### config.mk
export PLATFORM = sky130hd
export DESIGN_NAME = mktdp_cell
export DESIGN_NICKNAME = d
export VERILOG_FILES = /design/src/hw/rtl/mktdp_pkg.sv /design/src/hw/rtl/mktdp_cell.sv
export SDC_FILE = /design/constraint.sdc
export NUM_CORES = 1
export LEC_CHECK = 0
export BUFFER_PORTS_ARGS = -buffer_cell sky130_fd_sc_hd__buf_2
export CAP_MARGIN = 20
export CORE_ASPECT_RATIO = 1.75
export CORE_MARGIN = 5
export CORE_UTILIZATION = 45
export DETAILED_ROUTE_END_ITERATION = 8
export HOLD_SLACK_MARGIN = 0.05
export SLEW_MARGIN = 30
export SYNTH_ARGS = -nofsm -noshare
export SYNTH_HDL_FRONTEND = slang
export SYNTH_SLANG_ARGS = --single-unit
### constraint.sdc
create_clock -name clk -period 10.4 [get_ports clk]
set_clock_uncertainty 0.15 [all_clocks]
set_input_delay 1.04 -clock clk [delete_from_list [all_inputs] [get_ports clk]]
set_output_delay 1.04 -clock clk [all_outputs]
set_load 0.005 [all_outputs]
### src/hw/rtl/mktdp_pkg.sv
`timescale 1ns / 1ps
// ----------------------------------------------------------------------------
// mktdp_pkg
// Shared widths, reset values and cell control type for the trade-count DP.
// ----------------------------------------------------------------------------
package mktdp_pkg;

  localparam int PRICE_W  = 16;
  localparam int PROFIT_W = 32;
  localparam int TRADES_W = 5;
  localparam int SUM_W    = PROFIT_W + 2;

  localparam logic [TRADES_W-1:0] TRADES_RESET = 5'd2;

  typedef struct packed {
    logic en;
    logic clear;
  } cell_ctrl_t;

endpackage

### src/hw/rtl/mktdp_cell.sv
`timescale 1ns / 1ps
// ----------------------------------------------------------------------------
// mktdp_cell
// One trade count: holds best-ending-today and best-overall, updates them from
// the left neighbor's best-overall and the broadcast price move.
// ----------------------------------------------------------------------------
module mktdp_cell #(
  parameter int PRICE_BITS = 16
) (
  input  logic                           clk,
  input  logic                           rst,
  input  mktdp_pkg::cell_ctrl_t          ctrl,
  input  logic [PRICE_BITS-1:0]          gain,
  input  logic signed [PRICE_BITS:0]     diff,
  input  logic [mktdp_pkg::PROFIT_W-1:0] left_best,
  output logic [mktdp_pkg::PROFIT_W-1:0] best,
  output logic                           clamp
);
  import mktdp_pkg::*;

  logic [PROFIT_W-1:0]     ending;
  logic [PROFIT_W-1:0]     ending_next;
  logic [PROFIT_W-1:0]     best_next;
  logic signed [SUM_W-1:0] fresh;
  logic signed [SUM_W-1:0] carry;
  logic signed [SUM_W-1:0] pick;

  always_comb begin
    fresh = $signed({2'b00, left_best}) + $signed({{(SUM_W-PRICE_BITS){1'b0}}, gain});
    carry = $signed({2'b00, ending}) + $signed({{(SUM_W-PRICE_BITS-1){diff[PRICE_BITS]}}, diff});
    pick  = (fresh > carry) ? fresh : carry;
    clamp = |pick[SUM_W-2:PROFIT_W];
    ending_next = clamp ? {PROFIT_W{1'b1}} : pick[PROFIT_W-1:0];
    best_next   = (ending_next > best) ? ending_next : best;
  end

  always_ff @(posedge clk) begin
    if (rst || ctrl.clear) begin
      ending <= '0;
      best   <= '0;
    end else if (ctrl.en) begin
      ending <= ending_next;
      best   <= best_next;
    end
  end

endmodule

**After elaboration in Yosys (flattened, before gate mapping)**

Cells that the tools add are included.

- $add $sub $neg: 2
- Magnitude comparators: 2
- Reductions and logical operators: 2
- Muxes and demuxes: 2

Operators by type and width:

| kind | number |
|---|---|
| 33-bit by 17-bit adder with 34-bit output | 1 |
| 34-bit greater-than comparator | 1 |
| 32-bit by 16-bit adder with 33-bit output | 1 |
| 33-bit 2-to-1 mux | 1 |
| 32-bit greater-than comparator | 1 |
| 32-bit 2-to-1 mux | 1 |
| 2-bit AND reduction | 1 |
| 1-bit logical OR | 1 |

- Bits of input ports: 69
- Logic and storage cells: 10
- Flip-flop bits (word level): 64

**Logic depth before layout (Yosys ltp)**

- Depth in word-level cells: 6
- Mapped depth: 35
- Gate-level depth less buffers: 30

**Least setup slack after synthesis**

Ideal clock, no wire load.

- Path type: input -> register
- Start: input port gain[0]
- End: register best[31] (netlist name)
- Cell stages on the path: 33
- Data arrival time: 7.534 ns
- Library setup time: 0.138 ns
- Buffers on the path: 4
- Required time: 10.112 ns
- Slack: 2.578 ns
- Path through: ha_1 -> fa_1 -> a21oi_1 -> o2111ai_1 -> a211oi_1 -> nor2_1 -> o22a_1 -> buf_2 -> nand4_1 -> xor2_1 -> inv_1 -> ha_1 -> nand4_1 -> nor4_1 -> o311ai_0 -> nand4_1 -> a211oi_1 -> a31o_2 -> o21a_4 -> mux2i_4 -> buf_2 -> o211ai_1 -> ha_1 -> nand4_1 -> nor4_1 -> and3_1 -> o21ai_0 -> and3_1 -> a211oi_2 -> and3_1 -> buf_6 -> buf_6 -> a211oi_2

- Longest elaborated chain between the ends: 6

Ends and longest elaborated chain:

| what | line | RTL |
|---|---|---|
| start, declared | mktdp_cell.sv:13 | `input logic [PRICE_BITS-1:0] gain,` |
| 32-bit by 16-bit adder with 33-bit output * | mktdp_cell.sv:29 | `fresh = $signed({2'b00, left_best}) + $signed({{(SUM_W-PRICE_BITS){1'b0}}, gain});` |
| 34-bit greater-than comparator | mktdp_cell.sv:31 | `pick = (fresh > carry) ? fresh : carry;` |
| 33-bit 2-to-1 mux * | mktdp_cell.sv:31 |  |
| 32-bit 2-to-1 mux * | mktdp_cell.sv:33 | `ending_next = clamp ? {PROFIT_W{1'b1}} : pick[PROFIT_W-1:0];` |
| via ending_next[30] | mktdp_cell.sv:22 | `logic [PROFIT_W-1:0] ending_next;` |
| 32-bit greater-than comparator * | mktdp_cell.sv:34 | `best_next = (ending_next > best) ? ending_next : best;` |
| 2-bit AND reduction (no line) * | -- |  |
| end signal, assigned | mktdp_cell.sv:43 | `best <= best_next;` |
| end, declared | mktdp_cell.sv:16 | `output logic [mktdp_pkg::PROFIT_W-1:0] best,` |

The timed path passes the listed nets; every way through them passes the cells marked *.
A chain may end at the register's enable or synchronous reset.

**Final worst setup path**

- Start: input port gain[0]
- End: register best[2] (netlist name)

The elaborated chain is that of the path after synthesis.

==> flow_summary.html <==
<table>
<tr><th>Metric</th><th>Value</th></tr>
<tr><th colspan="2">Status</th></tr>
<tr><td>Status</td><td>complete, no violations</td></tr>
<tr><th colspan="2">Routing</th></tr>
<tr><td>Final antenna-violating net count</td><td>0</td></tr>
<tr><td>Number of DRC markers in iteration 0</td><td>299</td></tr>
<tr><td>Drt total wl</td><td>24800 µm</td></tr>
<tr><td>Per-cell via count in the routed design</td><td>5.94</td></tr>
<tr><td>First-pass iteration count of the detailed router</td><td>5</td></tr>
<tr><td>Routed vias</td><td>7498</td></tr>
<tr><td>DRC violations left</td><td>0</td></tr>
<tr><td>Average wire per cell in the routed design</td><td>19.7 µm</td></tr>
<tr><th colspan="2">Synth</th></tr>
<tr><td>Proportion of netlist area held by the largest area contributor</td><td>a little under a fifth</td></tr>
<tr><td>Dominant cell by count in the synthesized netlist</td><td>sky130_fd_sc_hd__ha_1</td></tr>
<tr><td>Mapped Avg Cell Area</td><td>7.99 µm²</td></tr>
<tr><td>Warning count from the yosys run</td><td>0</td></tr>
<tr><td>Dominant register cell in the synthesized netlist</td><td>sky130_fd_sc_hd__dfxtp_1</td></tr>
<tr><td>Net count of the mapped netlist</td><td>1122</td></tr>
<tr><td>Leading cell types by total area after synthesis</td><td>sky130_fd_sc_hd__ha_1 19%, sky130_fd_sc_hd__dfxtp_1 17%, sky130_fd_sc_hd__o21ai_0 6.1%</td></tr>
<tr><td>Netlist area before placement</td><td>7490 µm²</td></tr>
<tr><td>Synth cell count leaders</td><td>114 x sky130_fd_sc_hd__ha_1, 91 x sky130_fd_sc_hd__o21ai_0, 89 x sky130_fd_sc_hd__inv_1</td></tr>
<tr><td>Sequential share of the synthesized area</td><td>17.1%</td></tr>
<tr><td>Synth area leader</td><td>sky130_fd_sc_hd__ha_1</td></tr>
<tr><td>Post-synth ARST share</td><td>0%</td></tr>
<tr><td>Register bit total from synthesis</td><td>64</td></tr>
<tr><td>Count of flip-flops with a built-in enable after synthesis</td><td>0</td></tr>
<tr><td>Unique masters post-synth</td><td>68</td></tr>
<tr><td>Synthesized instance count</td><td>937</td></tr>
<tr><th colspan="2">Power</th></tr>
<tr><td>Combinational fraction of design power</td><td>between 40% and 50%</td></tr>
<tr><td>Power density cells</td><td>roughly 140 nW/µm²</td></tr>
<tr><td>Psw</td><td>0.481 mW</td></tr>
<tr><td>Fraction of power consumed by the clock network</td><td>30.0%</td></tr>
<tr><td>Leak Pwr</td><td>3.83 nW</td></tr>
<tr><td>Largest vdd supply drop</td><td>between 0.06 and 0.07 mV</td></tr>
<tr><td>Switch share</td><td>40.6%</td></tr>
<tr><td>Cell Int Power</td><td>0.705 mW</td></tr>
<tr><td>Portion of total power attributed to sequential cells</td><td>23.4%</td></tr>
<tr><th colspan="2">Placed design</th></tr>
<tr><td>Post-placement cell count</td><td>1246</td></tr>
<tr><td>Placed wire-length estimate</td><td>19800 µm</td></tr>
<tr><td>Count of buffers inserted at the top-level ports</td><td>101</td></tr>
<tr><td>Routability congestion estimate from global placement</td><td>slightly below 1</td></tr>
<tr><th colspan="2">Timing</th></tr>
<tr><td>Final setup violation count</td><td>0</td></tr>
<tr><td>Final-layout setup total negative slack</td><td>0 ns</td></tr>
<tr><td>Slew at the pin closest to its max-slew limit</td><td>0.818 ns</td></tr>
<tr><td>Hold Fails Final Rpt</td><td>0</td></tr>
<tr><td>Shortest period the worst path allows</td><td>9.35 ns</td></tr>
<tr><td>Max-slew violation count</td><td>0</td></tr>
<tr><td>Ratio of final minimum period to clock period</td><td>89.9%</td></tr>
<tr><td>RSZ-0062 raised after global routing</td><td>false</td></tr>
<tr><td>Highest Clock Rate</td><td>0.107 GHz</td></tr>
<tr><td>Max_slew headroom</td><td>45.3%</td></tr>
<tr><th colspan="2">Critical path</th></tr>
<tr><td>Critical Setup Path Class</td><td>in2reg</td></tr>
<tr><td>CP required</td><td>around 10 ns</td></tr>
<tr><td>Top delay family on crit path</td><td>compound AO/OA/AOI/OAI gates</td></tr>
<tr><td>Most repeated library cell on the critical path</td><td>sky130_fd_sc_hd__nand4_1</td></tr>
<tr><td>Largest driver fanout on the critical path</td><td>15</td></tr>
<tr><td>Worst endpoint data arrival time</td><td>9.40 ns</td></tr>
<tr><td>Logic depth of the worst path, buffers included</td><td>32</td></tr>
<tr><td>Max stage delay cell, worst path</td><td>sky130_fd_sc_hd__nor4_1</td></tr>
<tr><td>Critical register-to-register path startpoint</td><td>ending[0]</td></tr>
<tr><td>Category of the worst setup path launch point</td><td>primary input</td></tr>
<tr><td>Highest cell delay on the worst timing path</td><td>0.65 ns</td></tr>
<tr><td>Number of buffers and inverters on the critical path</td><td>4</td></tr>
<tr><td>Critical path startpoint</td><td>gain[0]</td></tr>
<tr><td>CP Capture Type</td><td>register</td></tr>
<tr><td>Depth of the worst register-to-register path</td><td>30</td></tr>
<tr><th colspan="2">Cells and area</th></tr>
<tr><td>Fill cell count</td><td>1622</td></tr>
<tr><td>Final non-filler cell total</td><td>1262</td></tr>
<tr><td>Area used by multi-input combinational logic</td><td>5670 µm²</td></tr>
<tr><td>Ratio of cells with drive above 1 in the final layout</td><td>19.3%</td></tr>
<tr><td>Number of nets at the end of the flow</td><td>1218</td></tr>
<tr><td>Utilization of the core after routing</td><td>52.4%</td></tr>
<tr><td>Area grow syn2layout</td><td>14.5%</td></tr>
<tr><td>Inserted Diodes</td><td>0</td></tr>
<tr><td>Area occupied by registers</td><td>between 1000 and 1500 µm²</td></tr>
<tr><th colspan="2">Worst hold path</th></tr>
<tr><td>Path type of the worst min-delay path</td><td>reg2reg</td></tr>
<tr><td>Origin of the worst min-delay path</td><td>best[26]</td></tr>
<tr><td>Worst hold path stage count</td><td>2</td></tr>
<tr><th colspan="2">Die</th></tr>
<tr><td>Die Span X</td><td>about 110 µm</td></tr>
<tr><td>Die height</td><td>181 µm</td></tr>
<tr><td>Die area</td><td>19400 µm²</td></tr>
<tr><td>Number of placed I/O pins</td><td>102</td></tr>
<tr><td>Area of the core</td><td>~16000 µm²</td></tr>
<tr><td>Floorplan row count</td><td>62</td></tr>
<tr><td>Effective utilization at floorplan</td><td>45.7%</td></tr>
<tr><th colspan="2">Flow run</th></tr>
<tr><td>Max Cap Viol</td><td>0</td></tr>
<tr><th colspan="2">Global route</th></tr>
<tr><td>Largest net degree at the start of global routing</td><td>67</td></tr>
<tr><td>Combined global-route utilization of all metal layers</td><td>25.5%</td></tr>
<tr><td>Overall overflow remaining after global route</td><td>0</td></tr>
<tr><td>Vias in the first global route</td><td>7668</td></tr>
<tr><td>First-pass GRT wire length</td><td>around 40000 µm</td></tr>
<tr><td>Initial antenna violation count</td><td>0</td></tr>
<tr><th colspan="2">Clock network</th></tr>
<tr><td>TritonCTS Sinks</td><td>64</td></tr>
<tr><td>Total CTS buffers</td><td>9</td></tr>
<tr><td>Root buffer cell</td><td>sky130_fd_sc_hd__clkbuf_16</td></tr>
<tr><td>CTS tree</td><td>done</td></tr>
<tr><td>Number of buffers added for setup after CTS</td><td>0</td></tr>
<tr><td>Count of cells resized by post-cts repair</td><td>0</td></tr>
<tr><td>Clock edge transition at the registers on the reported setup and hold paths</td><td>0.06 ns</td></tr>
<tr><td>Clock Path Buffers</td><td>2</td></tr>
<tr><td>Clock Latency Late Sink</td><td>between 0.3 and 0.4 ns</td></tr>
<tr><td>H-tree level count</td><td>3</td></tr>
<tr><td>Post-CTS Hold Fix Bufs</td><td>0</td></tr>
</table>
-- worst register-to-register path: cells and delay by family (launching register included) --
family,cells,cell delay [ns]
muxes,1,0.41
xor gates and xnor gates,1,0.44
adders and majority gates,4,1.32
buffers and inverters,2,0.50
and+or+nand+nor,5,1.39
DFF,1,0.31
AOI/OAI and AO/OA,17,3.81
-- layer usage --
layer / routed length, µm / track usage (%) / share of wire, %
met1: 9190 / 27.8 / 37
met2: 13000 / 45.7 / 53
met3: 1090 / 3.05 / 4.4
met4: 1500 / 16.0 / 6.0
met5: 0 / 0 / 0
-- layout make-up --
cell class                      instances  area share (%)
Tap cell                              224            3.27
Clock inverter                          4           0.876
Sequential cell                        64            14.9
Inverter                               89            3.90
Timing Repair Buffer                  122            7.73
Multi-Input combinational cell        747            66.2
Clock buffer                           12            3.11
-- registers in the layout, indices dropped and copies added, names as in the netlist --
| signal | flops |
|---|---|
| best | 32 |
| ending | 32 |
-- worst paths after layout --
kind	end	slack, ns
setup / recovery	best[2]	1.05
hold / removal	best[26]	0.36
setup reg to reg	best[2]	1.92
hold reg to reg	best[26]	0.36
-- stage by stage --
step / hold WS, ns / worst slack (ns) / power [mW] / instance area (µm²)
3_3_place_gp: 0.339 / 1.04 / 0.831 / 8230
6_report: 0.356 / 1.05 / 1.19 / 8570
3_5_place_dp: 0.347 / 0.703 / 0.833 / 8230
5_1_grt: 0.382 / 0.276 / 1.27 / 8570
2_1_floorplan: 0.309 / 2.58 / 0.669 / 7490
4_1_cts: 0.362 / 1.04 / 1.19 / 8570
-- power by group through the flow --
stage	Combinational, mW	Clock, mW	Sequential, mW
finish	0.553	0.355	0.277
global route	0.621	0.368	0.279
CTS	0.554	0.357	0.277
detailed placement	0.550	0	0.282
global placement	0.548	0	0.283
floorplan	0.390	0	0.278
-- logic make-up (layout without fill, tap and decap cells) --
family | after synthesis | in the layout | synth area share, %
buffers and inverters | 126 | 227 | 7.66
XOR/XNOR | 59 | 59 | 7.00
adder cells (fa/ha/maj) | 116 | 116 | 19.6
flip-flops | 64 | 64 | 17.1
AND/OR/NAND/NOR | 234 | 234 | 15.0
multiplexers | 8 | 8 | 1.35
AO/OA/AOI/OAI | 330 | 330 | 32.3
-- layout by cell type (no fill, tap or decap), types with 9 or more instances in the layout --
cell                        count
sky130_fd_sc_hd__nor3_1        13
sky130_fd_sc_hd__dfxtp_1       64
sky130_fd_sc_hd__buf_2        101
sky130_fd_sc_hd__a221oi_2      30
sky130_fd_sc_hd__inv_1         89
sky130_fd_sc_hd__nand2_1       84
sky130_fd_sc_hd__ha_1         114
sky130_fd_sc_hd__o21a_1        11
sky130_fd_sc_hd__clkbuf_16      9
sky130_fd_sc_hd__a221oi_1      28
sky130_fd_sc_hd__and3_1        13
sky130_fd_sc_hd__o21bai_1      10
sky130_fd_sc_hd__xnor2_1       25
sky130_fd_sc_hd__a21oi_1       60
sky130_fd_sc_hd__nor2_1        45
sky130_fd_sc_hd__o21ai_0       91
sky130_fd_sc_hd__a211oi_1      12
sky130_fd_sc_hd__buf_4         21
sky130_fd_sc_hd__a21o_1        15
sky130_fd_sc_hd__o211ai_1      19
sky130_fd_sc_hd__xor2_1        33
sky130_fd_sc_hd__nand3_1       22
sky130_fd_sc_hd__nand4_1       20
Power figures use the tool's default switching activity.
